### src/rtl/pfc_pkg.sv
// Shared types, codes and helper functions for the Playfair digraph cipher.
// Used by the interfaces, controller, datapath and top level.
package pfc_pkg;

  localparam int unsigned LETTER_W = 5;
  localparam int unsigned SIDE     = 5;
  localparam int unsigned CELLS    = SIDE * SIDE;
  localparam int unsigned LETTERS  = 26;
  localparam int unsigned CELL_W   = $clog2(CELLS);
  localparam int unsigned FILL_W   = $clog2(CELLS + 1);
  localparam int unsigned POS_W    = $clog2(SIDE);

  localparam logic [LETTER_W-1:0] OMIT_RESET = LETTER_W'(16);
  localparam logic [LETTER_W-1:0] PAD_RESET  = LETTER_W'(25);

  localparam logic [LETTER_W-1:0] LAST_LETTER = LETTER_W'(LETTERS - 1);
  localparam logic [FILL_W-1:0]   FULL_COUNT  = FILL_W'(CELLS);
  localparam logic [POS_W-1:0]    LAST_POS    = POS_W'(SIDE - 1);

  typedef enum logic [1:0] {
    OP_START   = 2'd0,
    OP_KEY     = 2'd1,
    OP_FINISH  = 2'd2,
    OP_ENCRYPT = 2'd3
  } op_t;

  typedef enum logic [1:0] {
    ST_OK            = 2'd0,
    ST_NOT_IN_SQUARE = 2'd1,
    ST_NOT_READY     = 2'd2
  } status_t;

  // Register map: index into the configuration list.
  typedef enum logic {
    REG_OMITTED = 1'b0,
    REG_PAD     = 1'b1
  } reg_idx_t;

  // Controller to datapath.
  typedef struct packed {
    logic latch;      // capture an accepted item
    logic execute;    // perform the item's action and load the result register
    logic walk_step;  // place one alphabet letter during finish
    logic set_ready;  // mark the square complete
  } pfc_cmd_t;

  // Datapath to controller.
  typedef struct packed {
    op_t  op;
    logic square_ready;
    logic walk_last;
    logic out_free;
  } pfc_stat_t;

  // Row of a cell index 0..24.
  function automatic logic [POS_W-1:0] row_of(input logic [CELL_W-1:0] p);
    logic [POS_W-1:0] r;
    if (p >= CELL_W'(4 * SIDE))      r = POS_W'(4);
    else if (p >= CELL_W'(3 * SIDE)) r = POS_W'(3);
    else if (p >= CELL_W'(2 * SIDE)) r = POS_W'(2);
    else if (p >= CELL_W'(SIDE))     r = POS_W'(1);
    else                             r = POS_W'(0);
    return r;
  endfunction

  function automatic logic [POS_W-1:0] col_of(input logic [CELL_W-1:0] p);
    logic [CELL_W-1:0] base;
    base = CELL_W'(row_of(p) * SIDE);
    return POS_W'(p - base);
  endfunction

  function automatic logic [POS_W-1:0] step_pos(input logic [POS_W-1:0] v);
    return (v == LAST_POS) ? '0 : POS_W'(v + 1'b1);
  endfunction

  function automatic logic [CELL_W-1:0] cell_addr(input logic [POS_W-1:0] r,
                                                  input logic [POS_W-1:0] c);
    return CELL_W'({r, 2'b00}) + CELL_W'(r) + CELL_W'(c);
  endfunction

endpackage

### src/rtl/pfc_in_if.sv
// Input channel of the Playfair cipher: valid/ready handshake and one item.
// Depends on pfc_pkg for field widths.
interface pfc_in_if import pfc_pkg::*; ();
  logic                valid;
  logic                ready;
  logic [1:0]          operation;
  logic [LETTER_W-1:0] letter_first;
  logic [LETTER_W-1:0] letter_second;
  logic                unpaired;

  modport source (output valid, operation, letter_first, letter_second, unpaired,
                  input ready);
  modport sink   (input valid, operation, letter_first, letter_second, unpaired,
                  output ready);
endinterface

### src/rtl/pfc_out_if.sv
// Result channel of the Playfair cipher: valid/ready handshake and one result.
// Depends on pfc_pkg for field widths.
interface pfc_out_if import pfc_pkg::*; ();
  logic                valid;
  logic                ready;
  logic [LETTER_W-1:0] cipher_first;
  logic [LETTER_W-1:0] cipher_second;
  logic [1:0]          status;

  modport source (output valid, cipher_first, cipher_second, status, input ready);
  modport sink   (input valid, cipher_first, cipher_second, status, output ready);
endinterface

### src/rtl/pfc_ctrl.sv
// Sequencer of the Playfair cipher: accept, execute, alphabet walk.
// Depends on pfc_pkg for command and status structs.
module pfc_ctrl import pfc_pkg::*; (
  input  logic      clk,
  input  logic      rst,
  input  logic      in_valid,
  output logic      in_ready,
  input  pfc_stat_t stat,
  output pfc_cmd_t  cmd
);

  typedef enum logic [1:0] {
    S_IDLE,
    S_EXEC,
    S_WALK
  } state_t;

  state_t state;
  state_t state_next;

  always_comb begin
    cmd        = '0;
    in_ready   = 1'b0;
    state_next = state;
    unique case (state)
      S_IDLE: begin
        in_ready = 1'b1;
        if (in_valid) begin
          cmd.latch  = 1'b1;
          state_next = S_EXEC;
        end
      end
      S_EXEC: begin
        if (stat.op == OP_FINISH && !stat.square_ready) begin
          state_next = S_WALK;
        end else if (stat.out_free) begin
          cmd.execute = 1'b1;
          state_next  = S_IDLE;
        end
      end
      S_WALK: begin
        cmd.walk_step = 1'b1;
        if (stat.walk_last) begin
          cmd.set_ready = 1'b1;
          state_next    = S_EXEC;
        end
      end
      default: state_next = S_IDLE;
    endcase
  end

  always_ff @(posedge clk) begin
    if (rst) begin
      state <= S_IDLE;
    end else begin
      state <= state_next;
    end
  end

  a_walk_only_unfinished: assert property (@(posedge clk) disable iff (rst)
    (state == S_WALK) |-> (stat.op == OP_FINISH && !stat.square_ready))
    else $error("walk running on a finished square or a non-finish item");

  a_exec_needs_slot: assert property (@(posedge clk) disable iff (rst)
    cmd.execute |-> stat.out_free)
    else $error("result loaded while the result register is occupied");

  a_walk_returns: assert property (@(posedge clk) disable iff (rst)
    (state == S_WALK && stat.walk_last) |=> (state == S_EXEC && stat.square_ready))
    else $error("walk ended without marking the square ready");

endmodule

### src/rtl/pfc_datapath.sv
// Datapath of the Playfair cipher: key square and letter position memories,
// used bits, fill count, alphabet walk counter and result register.
// Depends on pfc_pkg.
module pfc_datapath import pfc_pkg::*; (
  input  logic                clk,
  input  logic                rst,
  input  pfc_cmd_t            cmd,
  output pfc_stat_t           stat,
  input  logic [LETTER_W-1:0] omitted_letter,
  input  logic [LETTER_W-1:0] pad_letter,
  input  logic [1:0]          in_operation,
  input  logic [LETTER_W-1:0] in_letter_first,
  input  logic [LETTER_W-1:0] in_letter_second,
  input  logic                in_unpaired,
  output logic                out_valid,
  input  logic                out_ready,
  output logic [LETTER_W-1:0] out_cipher_first,
  output logic [LETTER_W-1:0] out_cipher_second,
  output logic [1:0]          out_status
);

  // Memories: square cell -> letter, letter -> square cell.
  logic [LETTER_W-1:0] sq_mem [CELLS];
  logic [CELL_W-1:0]   lc_mem [LETTERS];

  logic [LETTERS-1:0]  letter_used;
  logic [FILL_W-1:0]   fill_count;
  logic                square_ready;
  logic [LETTER_W-1:0] walk_letter;

  op_t                 op;
  logic [LETTER_W-1:0] l1;
  logic [LETTER_W-1:0] l2;
  logic [CELL_W-1:0]   p1;
  logic [CELL_W-1:0]   p2;

  logic [LETTER_W-1:0] l2_in;
  logic                place_en;
  logic [LETTER_W-1:0] place_letter;
  logic                l1_valid;
  logic                l2_valid;
  logic                found;
  status_t             enc_status;
  status_t             res_status;
  logic [POS_W-1:0]    r1, k1, r2, k2;
  logic [CELL_W-1:0]   a1, a2;

  assign l2_in = in_unpaired ? pad_letter : in_letter_second;

  // Placement: key letter on execute, alphabet letter on each walk step.
  always_comb begin
    place_letter = cmd.walk_step ? walk_letter : l1;
    place_en     = 1'b0;
    if (place_letter <= LAST_LETTER && fill_count < FULL_COUNT
        && !letter_used[place_letter] && place_letter != omitted_letter) begin
      if (cmd.walk_step) begin
        place_en = 1'b1;
      end else if (cmd.execute && op == OP_KEY && !square_ready) begin
        place_en = 1'b1;
      end
    end
  end

  // Encrypt lookup.
  always_comb begin
    l1_valid = (l1 <= LAST_LETTER);
    l2_valid = (l2 <= LAST_LETTER);
    found    = l1_valid && l2_valid && letter_used[l1] && letter_used[l2];
    if (!square_ready)  enc_status = ST_NOT_READY;
    else if (!found)    enc_status = ST_NOT_IN_SQUARE;
    else                enc_status = ST_OK;

    r1 = row_of(p1);
    k1 = col_of(p1);
    r2 = row_of(p2);
    k2 = col_of(p2);
    priority if (k1 == k2) begin
      a1 = cell_addr(step_pos(r1), k1);
      a2 = cell_addr(step_pos(r2), k2);
    end else if (r1 == r2) begin
      a1 = cell_addr(r1, step_pos(k1));
      a2 = cell_addr(r2, step_pos(k2));
    end else begin
      a1 = cell_addr(r1, k2);
      a2 = cell_addr(r2, k1);
    end

    unique case (op)
      OP_ENCRYPT: res_status = enc_status;
      OP_KEY:     res_status = l1_valid ? ST_OK : ST_NOT_IN_SQUARE;
      OP_START,
      OP_FINISH:  res_status = ST_OK;
      default:    res_status = ST_OK;
    endcase
  end

  // Item capture and letter position read.
  always_ff @(posedge clk) begin
    if (cmd.latch) begin
      op <= op_t'(in_operation);
      l1 <= in_letter_first;
      l2 <= l2_in;
      p1 <= lc_mem[in_letter_first];
      p2 <= lc_mem[l2_in];
    end
  end

  // Memory writes.
  always_ff @(posedge clk) begin
    if (place_en) begin
      sq_mem[fill_count[CELL_W-1:0]] <= place_letter;
      lc_mem[place_letter]            <= fill_count[CELL_W-1:0];
    end
  end

  // Square build state.
  always_ff @(posedge clk) begin
    if (rst) begin
      letter_used  <= '0;
      fill_count   <= '0;
      square_ready <= 1'b0;
      walk_letter  <= '0;
    end else begin
      if (cmd.latch) begin
        walk_letter <= '0;
      end else if (cmd.walk_step) begin
        walk_letter <= walk_letter + 1'b1;
      end
      if (cmd.execute && op == OP_START) begin
        letter_used  <= '0;
        fill_count   <= '0;
        square_ready <= 1'b0;
      end else begin
        if (place_en) begin
          letter_used[place_letter] <= 1'b1;
          fill_count                <= fill_count + 1'b1;
        end
        if (cmd.set_ready) begin
          square_ready <= 1'b1;
        end
      end
    end
  end

  // Result register.
  always_ff @(posedge clk) begin
    if (rst) begin
      out_valid <= 1'b0;
    end else if (cmd.execute) begin
      out_valid <= 1'b1;
    end else if (out_ready) begin
      out_valid <= 1'b0;
    end
  end

  always_ff @(posedge clk) begin
    if (cmd.execute) begin
      out_status <= res_status;
      if (op == OP_ENCRYPT && enc_status == ST_OK) begin
        out_cipher_first  <= sq_mem[a1];
        out_cipher_second <= sq_mem[a2];
      end else begin
        out_cipher_first  <= '0;
        out_cipher_second <= '0;
      end
    end
  end

  assign stat.op           = op;
  assign stat.square_ready = square_ready;
  assign stat.walk_last    = (walk_letter == LAST_LETTER);
  assign stat.out_free     = !out_valid || out_ready;

  a_fill_matches_used: assert property (@(posedge clk) disable iff (rst)
    $countones(letter_used) == 32'(fill_count))
    else $error("fill count disagrees with the used letters");

  a_fill_bounded: assert property (@(posedge clk) disable iff (rst)
    fill_count <= FULL_COUNT)
    else $error("fill count beyond the square");

  a_error_zero_cipher: assert property (@(posedge clk) disable iff (rst)
    (out_valid && out_status != ST_OK) |->
      (out_cipher_first == '0 && out_cipher_second == '0))
    else $error("cipher letters not cleared on an error result");

endmodule

### src/rtl/playfair_digraph_cipher.sv
// Top level of the Playfair digraph cipher: APB configuration registers,
// controller and datapath. Depends on pfc_pkg, pfc_in_if, pfc_out_if,
// pfc_ctrl and pfc_datapath.
//
// Usage:
//   in_ch carries items (operation, letter_first, letter_second, unpaired);
//   every item yields exactly one result on out_ch (cipher_first,
//   cipher_second, status). A transfer happens when valid and ready are high.
//   Build a square with a start item, key letter items and a finish item,
//   then send encrypt items.
// Sequence:
//   Items are accepted, which reads the letter positions, then run their
//   action and load the result register; encrypt letters come from the
//   square memory. A finish item on an unfinished square first runs the
//   walk, which walks the letters one per cycle, and then loads the result.
// Reset (rst, synchronous): the square is empty and not finished, the result
//   register is empty, omitted_letter = Q (16), pad_letter = Z (25).
// Stall: a result waits in the result register until taken; the next item is
//   accepted meanwhile and holds in its execute step until the register frees.
// Configuration: omitted_letter at byte 0, pad_letter at byte 4; write only
//   while the block is idle.
module playfair_digraph_cipher import pfc_pkg::*; (
  input  logic        clk,
  input  logic        rst,
  pfc_in_if.sink      in_ch,
  pfc_out_if.source   out_ch,
  input  logic        psel,
  input  logic        penable,
  input  logic        pwrite,
  input  logic [2:0]  paddr,
  input  logic [31:0] pwdata,
  output logic [31:0] prdata,
  output logic        pready
);

  logic [LETTER_W-1:0] omitted_letter;
  logic [LETTER_W-1:0] pad_letter;
  reg_idx_t            reg_sel;
  logic                cfg_write;

  pfc_cmd_t            cmd;
  pfc_stat_t           stat;

  // Register index comes from the word address; byte lanes are ignored.
  assign reg_sel   = reg_idx_t'(paddr[2]);
  assign pready    = 1'b1;
  assign cfg_write = psel && penable && pwrite;

  always_ff @(posedge clk) begin
    if (rst) begin
      omitted_letter <= OMIT_RESET;
      pad_letter     <= PAD_RESET;
    end else if (cfg_write) begin
      unique case (reg_sel)
        REG_OMITTED: omitted_letter <= pwdata[LETTER_W-1:0];
        REG_PAD:     pad_letter     <= pwdata[LETTER_W-1:0];
        default:     ;
      endcase
    end
  end

  always_comb begin
    unique case (reg_sel)
      REG_OMITTED: prdata = 32'(omitted_letter);
      REG_PAD:     prdata = 32'(pad_letter);
      default:     prdata = '0;
    endcase
  end

  // Sequencer: accept, execute, alphabet walk.
  pfc_ctrl u_ctrl (
    .clk      (clk),
    .rst      (rst),
    .in_valid (in_ch.valid),
    .in_ready (in_ch.ready),
    .stat     (stat),
    .cmd      (cmd)
  );

  // Square memories and result register.
  pfc_datapath u_datapath (
    .clk               (clk),
    .rst               (rst),
    .cmd               (cmd),
    .stat              (stat),
    .omitted_letter    (omitted_letter),
    .pad_letter        (pad_letter),
    .in_operation      (in_ch.operation),
    .in_letter_first   (in_ch.letter_first),
    .in_letter_second  (in_ch.letter_second),
    .in_unpaired       (in_ch.unpaired),
    .out_valid         (out_ch.valid),
    .out_ready         (out_ch.ready),
    .out_cipher_first  (out_ch.cipher_first),
    .out_cipher_second (out_ch.cipher_second),
    .out_status        (out_ch.status)
  );

endmodule

### src/flat_wrapper.sv
// flat-port wrapper written by rule: the top's interface ports become plain ports
module playfair_digraph_cipher_flat import pfc_pkg::*;
  (clk, rst, psel, penable, pwrite, paddr, pwdata, prdata, pready, in_ch_valid, in_ch_operation, in_ch_letter_first, in_ch_letter_second, in_ch_unpaired, in_ch_ready, out_ch_valid, out_ch_cipher_first, out_ch_cipher_second, out_ch_status, out_ch_ready);
  pfc_in_if in_ch_i ();
  pfc_out_if out_ch_i ();
  input  logic clk;
  input  logic rst;
  input  logic psel;
  input  logic penable;
  input  logic pwrite;
  input  logic [2:0] paddr;
  input  logic [31:0] pwdata;
  output logic [31:0] prdata;
  output logic pready;
  input wire logic [$bits(in_ch_i.valid)-1:0] in_ch_valid;
  input wire logic [$bits(in_ch_i.operation)-1:0] in_ch_operation;
  input wire logic [$bits(in_ch_i.letter_first)-1:0] in_ch_letter_first;
  input wire logic [$bits(in_ch_i.letter_second)-1:0] in_ch_letter_second;
  input wire logic [$bits(in_ch_i.unpaired)-1:0] in_ch_unpaired;
  output wire logic [$bits(in_ch_i.ready)-1:0] in_ch_ready;
  output wire logic [$bits(out_ch_i.valid)-1:0] out_ch_valid;
  output wire logic [$bits(out_ch_i.cipher_first)-1:0] out_ch_cipher_first;
  output wire logic [$bits(out_ch_i.cipher_second)-1:0] out_ch_cipher_second;
  output wire logic [$bits(out_ch_i.status)-1:0] out_ch_status;
  input wire logic [$bits(out_ch_i.ready)-1:0] out_ch_ready;
  assign in_ch_i.valid = in_ch_valid;
  assign in_ch_i.operation = in_ch_operation;
  assign in_ch_i.letter_first = in_ch_letter_first;
  assign in_ch_i.letter_second = in_ch_letter_second;
  assign in_ch_i.unpaired = in_ch_unpaired;
  assign in_ch_ready = in_ch_i.ready;
  assign out_ch_valid = out_ch_i.valid;
  assign out_ch_cipher_first = out_ch_i.cipher_first;
  assign out_ch_cipher_second = out_ch_i.cipher_second;
  assign out_ch_status = out_ch_i.status;
  assign out_ch_i.ready = out_ch_ready;
  playfair_digraph_cipher u_core (.clk(clk), .rst(rst), .in_ch(in_ch_i), .out_ch(out_ch_i), .psel(psel), .penable(penable), .pwrite(pwrite), .paddr(paddr), .pwdata(pwdata), .prdata(prdata), .pready(pready));
endmodule
### config.mk
export PLATFORM = sky130hd
export DESIGN_NAME = playfair_digraph_cipher_flat
export DESIGN_NICKNAME = d
export VERILOG_FILES = /design/src/rtl/pfc_pkg.sv /design/src/rtl/pfc_in_if.sv /design/src/rtl/pfc_out_if.sv /design/src/rtl/pfc_ctrl.sv /design/src/rtl/pfc_datapath.sv /design/src/rtl/playfair_digraph_cipher.sv /design/src/flat_wrapper.sv
export SDC_FILE = /design/constraint.sdc
export NUM_CORES = 1
export LEC_CHECK = 0
export BUFFER_PORTS_ARGS = -buffer_cell sky130_fd_sc_hd__buf_2
export CORE_MARGIN = 2
export CORE_UTILIZATION = 42
export CTS_BUF_LIST = sky130_fd_sc_hd__clkbuf_8
export DETAILED_ROUTE_END_ITERATION = 7
export PLACE_DENSITY_LB_ADDON = 0.15
export SLEW_MARGIN = 20
export SYNTH_ARGS = -nofsm -noshare
export SYNTH_HDL_FRONTEND = slang
export SYNTH_SLANG_ARGS = --single-unit
### constraint.sdc
create_clock -name clk -period 7.2 [get_ports clk]
set_input_delay 1.8 -clock clk [delete_from_list [all_inputs] [get_ports clk]]
set_output_delay 1.8 -clock clk [all_outputs]
set_load 0.05 [all_outputs]
==> impl_metrics.toml <==
[final_layout]
utilization_pct = 47.1
diodes = 0
drive_above_1_share_pct = 15.0
final_cell_mix = "edfxtp_1, nand2_1, nor2_1"
syn2layout_area_growth_pct = 10.7
mostFrequentLayoutCell = "edfxtp_1"
layout.nets = 1688
fillerInstances = 3877
multiInputGateArea_mm2 = 0.00762
regArea_mm2 = 0.00968

[sta]
slew_violations = 0
fin_crit_sh_pct = 88.1
period_needed_ns = 6.34
worst_pin_slew_ns = 1.10
finalClockSkew_ns = 0.0379
setup_viol = 0
slew_headroom_pct = 25.4
grt_setup_unrepaired = "false"
fmax_ghz = 0.158
final-hold-violation-count = 0
finalSetupTns_ns = 0
holdWs_ns = 0.515

[global_route]
grt_max_degree = 62
gr-usage-all-layers_pct = 23.1
grt_pass1_vias = 12700
grt_first_pass_wirelength_um = 76800
gr-total-overflow = 0
antenna_found_initial = 0

[floorplan]
io_pins = 102
std_cell_rows = 75
die_area_mm2 = 0.0442
core-area_mm2 = 0.0419
die_w_um = 210
die-height_um = 210
start_util_pct = 42.6

[logic_synthesis]
synthCells = 1537
ys_ff_latch = 339
synthAdderAreaFrac_pct = 2.86
yosysWarningCount = 0
synth_top_cell_by_area = "edfxtp_1"
async_reset_ff_share_pct = 0
avgSynthCellArea_um2 = 11.6
yosys.area_share.simple_pct = 14.3
syn_area_mm2 = 0.0179
synth_top_area_share_pct = 48.6
synth-edff-count = 289
synth_ff_type = "edfxtp_1"
synth-compound-area-share_pct = 10.6
synth_cell_type_count = 75
ys_seq_area_share_pct = 54.2
synth.area.mux_share_pct = 12.6
synth_top_family_by_area = "simple AND/OR/NAND/NOR gates"
synth_xor_area_share_pct = 1.37
synth_area_leaders = "edfxtp_1, mux4_2, nand2_1, dfxtp_1, mux2i_1"

[placement]
place.gp.congestion = 0.852
portBuffers = 44
hpwl_um = 34000

[clock_network]
clk_pin_slew_ns = 0.06
post-cts-setup-buffer-count = 0
hold_buffers = 0
clkSinkCount = 339
clock_path_buffers = 3
htree_levels = 2
cts_tree = "yes"
numCtsBuffers = 59
cts-root-buf = "clkbuf_8"
clk_latency_ns = 0.66
post_cts_resized = 0

[power_and_ir_drop]
power.total_mw = 6.98
leakage_nw = 7.24
ir_drop_uv = 280
clockPowerShare_pct = 23.9
p_int_mw = 4.07
p_comb_share_pct = 45.0
p_sw_mw = 2.91
switching_share_pct = 41.6
p_per_area_mw_per_mm2 = 353
power_frac_seq_pct = 31.1

[worst_setup_path]
slowest_stage = "mux2_1"
critical_path_class = "reg2reg"
path_cells = "nand2b_1 -> a21o_1 -> a221oi_1 -> buf_4 -> nor2b_1 -> ha_1 -> fa_1 -> or2_0 -> or4_1 -> nand3_2 -> a211oi_1 -> a21o_1 -> ha_1 -> fa_1 -> mux2_1 -> buf_12 -> nand2_1 -> a32oi_1 -> o22ai_1 -> nor4_1"
cp_max_fo = 21
cp_data_required_time_ns = 7.58
critPathBufInv = 2
cp.arrival_ns = 6.73
crit_family = "simple AND/OR/NAND/NOR gates"
timing.rr.start = "u_core.u_datapath.p2[1]"
setup.worst_path.end_class = "flop"
setup.worst_path.start_class = "flop"
critPathMaxStageDelay_ns = 0.90
rr_endpoint = "u_core.u_datapath.out_cipher_second[0]"
rrSetupSlack_ns = 0.86
rr_worst_depth = 20

[routing]
drc = 0
wl_per_cell_um = 23.2
wirelength_um = 50600
dr_total_vias = 12900
first_iter_violations = 1401
drt_first_pass_iters = 6
drt-vias-per-instance = 5.89
antenna_left = 0

[job]
maxCapViolCount = 0

[status]
status = "finished clean"

[min_path]
holdCritStartpoint = "u_core.u_datapath.letter_used[1]"
holdPathStages = 1
holdPathEnd = "u_core.u_datapath.letter_used[1]"
hp-class = "reg2reg"
[how the worst max path moves through the flow]
stage | from | endpoint | slack [ns] | cells after the start
after CTS | u_core.u_datapath.p2[1] | u_core.u_datapath.out_cipher_second[4] | 0.94 | 21
after detailed placement | u_core.u_datapath.p2[1] | u_core.u_datapath.out_cipher_second[2] | 0.97 | 20
after global routing | u_core.u_datapath.p2[1] | u_core.u_datapath.out_cipher_second[0] | 0.46 | 20
after floorplan | u_core.u_datapath.p2[1] | u_core.u_datapath.out_cipher_second[2] | 1.73 | 21
after global placement | u_core.u_datapath.p2[1] | u_core.u_datapath.out_cipher_second[0] | 1.02 | 20
final | u_core.u_datapath.p2[1] | u_core.u_datapath.out_cipher_second[0] | 0.86 | 20
[state kept, by name, summed over array words and instances, names as in the netlist, 2 cells and up]
name and count:
u_core.u_datapath.p1 5, u_core.u_datapath.fill_count 5, u_core.u_datapath.p2 5, u_core.u_datapath.letter_used 26, u_core.u_datapath.op 2, u_core.u_datapath.out_cipher_first 5
u_core.omitted_letter 5, u_core.u_datapath.l1 5, u_core.u_datapath.out_cipher_second 5, u_core.u_datapath.walk_letter 5, u_core.u_datapath.sq_mem 125, u_core.u_datapath.l2 5
u_core.u_datapath.lc_mem 130, u_core.u_ctrl.state 2, u_core.u_datapath.out_status 2, u_core.pad_letter 5
[synthesized netlist by cell type (all sizes together) (18+ instances only)]
| cell | n |
|---|---|
| o21a | 29 |
| ha | 28 |
| nor2 | 103 |
| mux4 | 54 |
| o21ai | 39 |
| edfxtp | 289 |
| buf | 56 |
| clkbuf | 55 |
| xnor2 | 18 |
| a211oi | 35 |
| inv | 37 |
| nand3 | 64 |
| a21oi | 28 |
| nand2 | 273 |
| a311oi | 24 |
| and3 | 44 |
| dfxtp | 50 |
| mux2i | 84 |
[power groups by stage]
stage | Sequential (mW) | Clock [mW] | Combinational, mW
detailed placement | 2.21 | 0 | 3.08
CTS | 2.17 | 1.70 | 3.09
global route | 2.17 | 1.78 | 3.38
floorplan | 2.21 | 0 | 2.07
finish | 2.17 | 1.67 | 3.14
global placement | 2.21 | 0 | 3.06
[per-stage QoR]
stage / std cells / setup WS [ns] / cell area [µm²]
finish: 2183 / 0.858 / 19800
global route: 2183 / 0.458 / 19800
CTS: 2183 / 0.939 / 19700
detailed placement: 2075 / 0.972 / 18600
global placement: 2075 / 1.02 / 18600
floorplan: 1563 / 1.73 / 18000
[final cells by class]
cell class	instances	area share, %
Sequential cell	339	49.0
Multi-Input combinational cell	1075	38.5
Clock buffer	63	4.39
Tap cell	539	3.41
Timing Repair Buffer	84	2.76
Clock inverter	45	1.19
Inverter	38	0.728
[kinds of logic after synthesis]
group,Yosys count
muxes,154
AOI/OAI and AO/OA,264
and+or+nand+nor,566
other,2
adders and majority gates,36
xor gates and xnor gates,27
buffers and inverters,149
DFF,339
[per-layer routing]
| metal | routed length (µm) | GRT usage, % | share of wire, % |
|---|---|---|---|
| met5 | 0 | 0 | 0 |
| met4 | 864 | 6.38 | 1.7 |
| met3 | 3360 | 3.02 | 6.6 |
| met2 | 24400 | 38.3 | 48 |
| met1 | 22000 | 32.1 | 43 |
(Power assumes the default switching activity.)
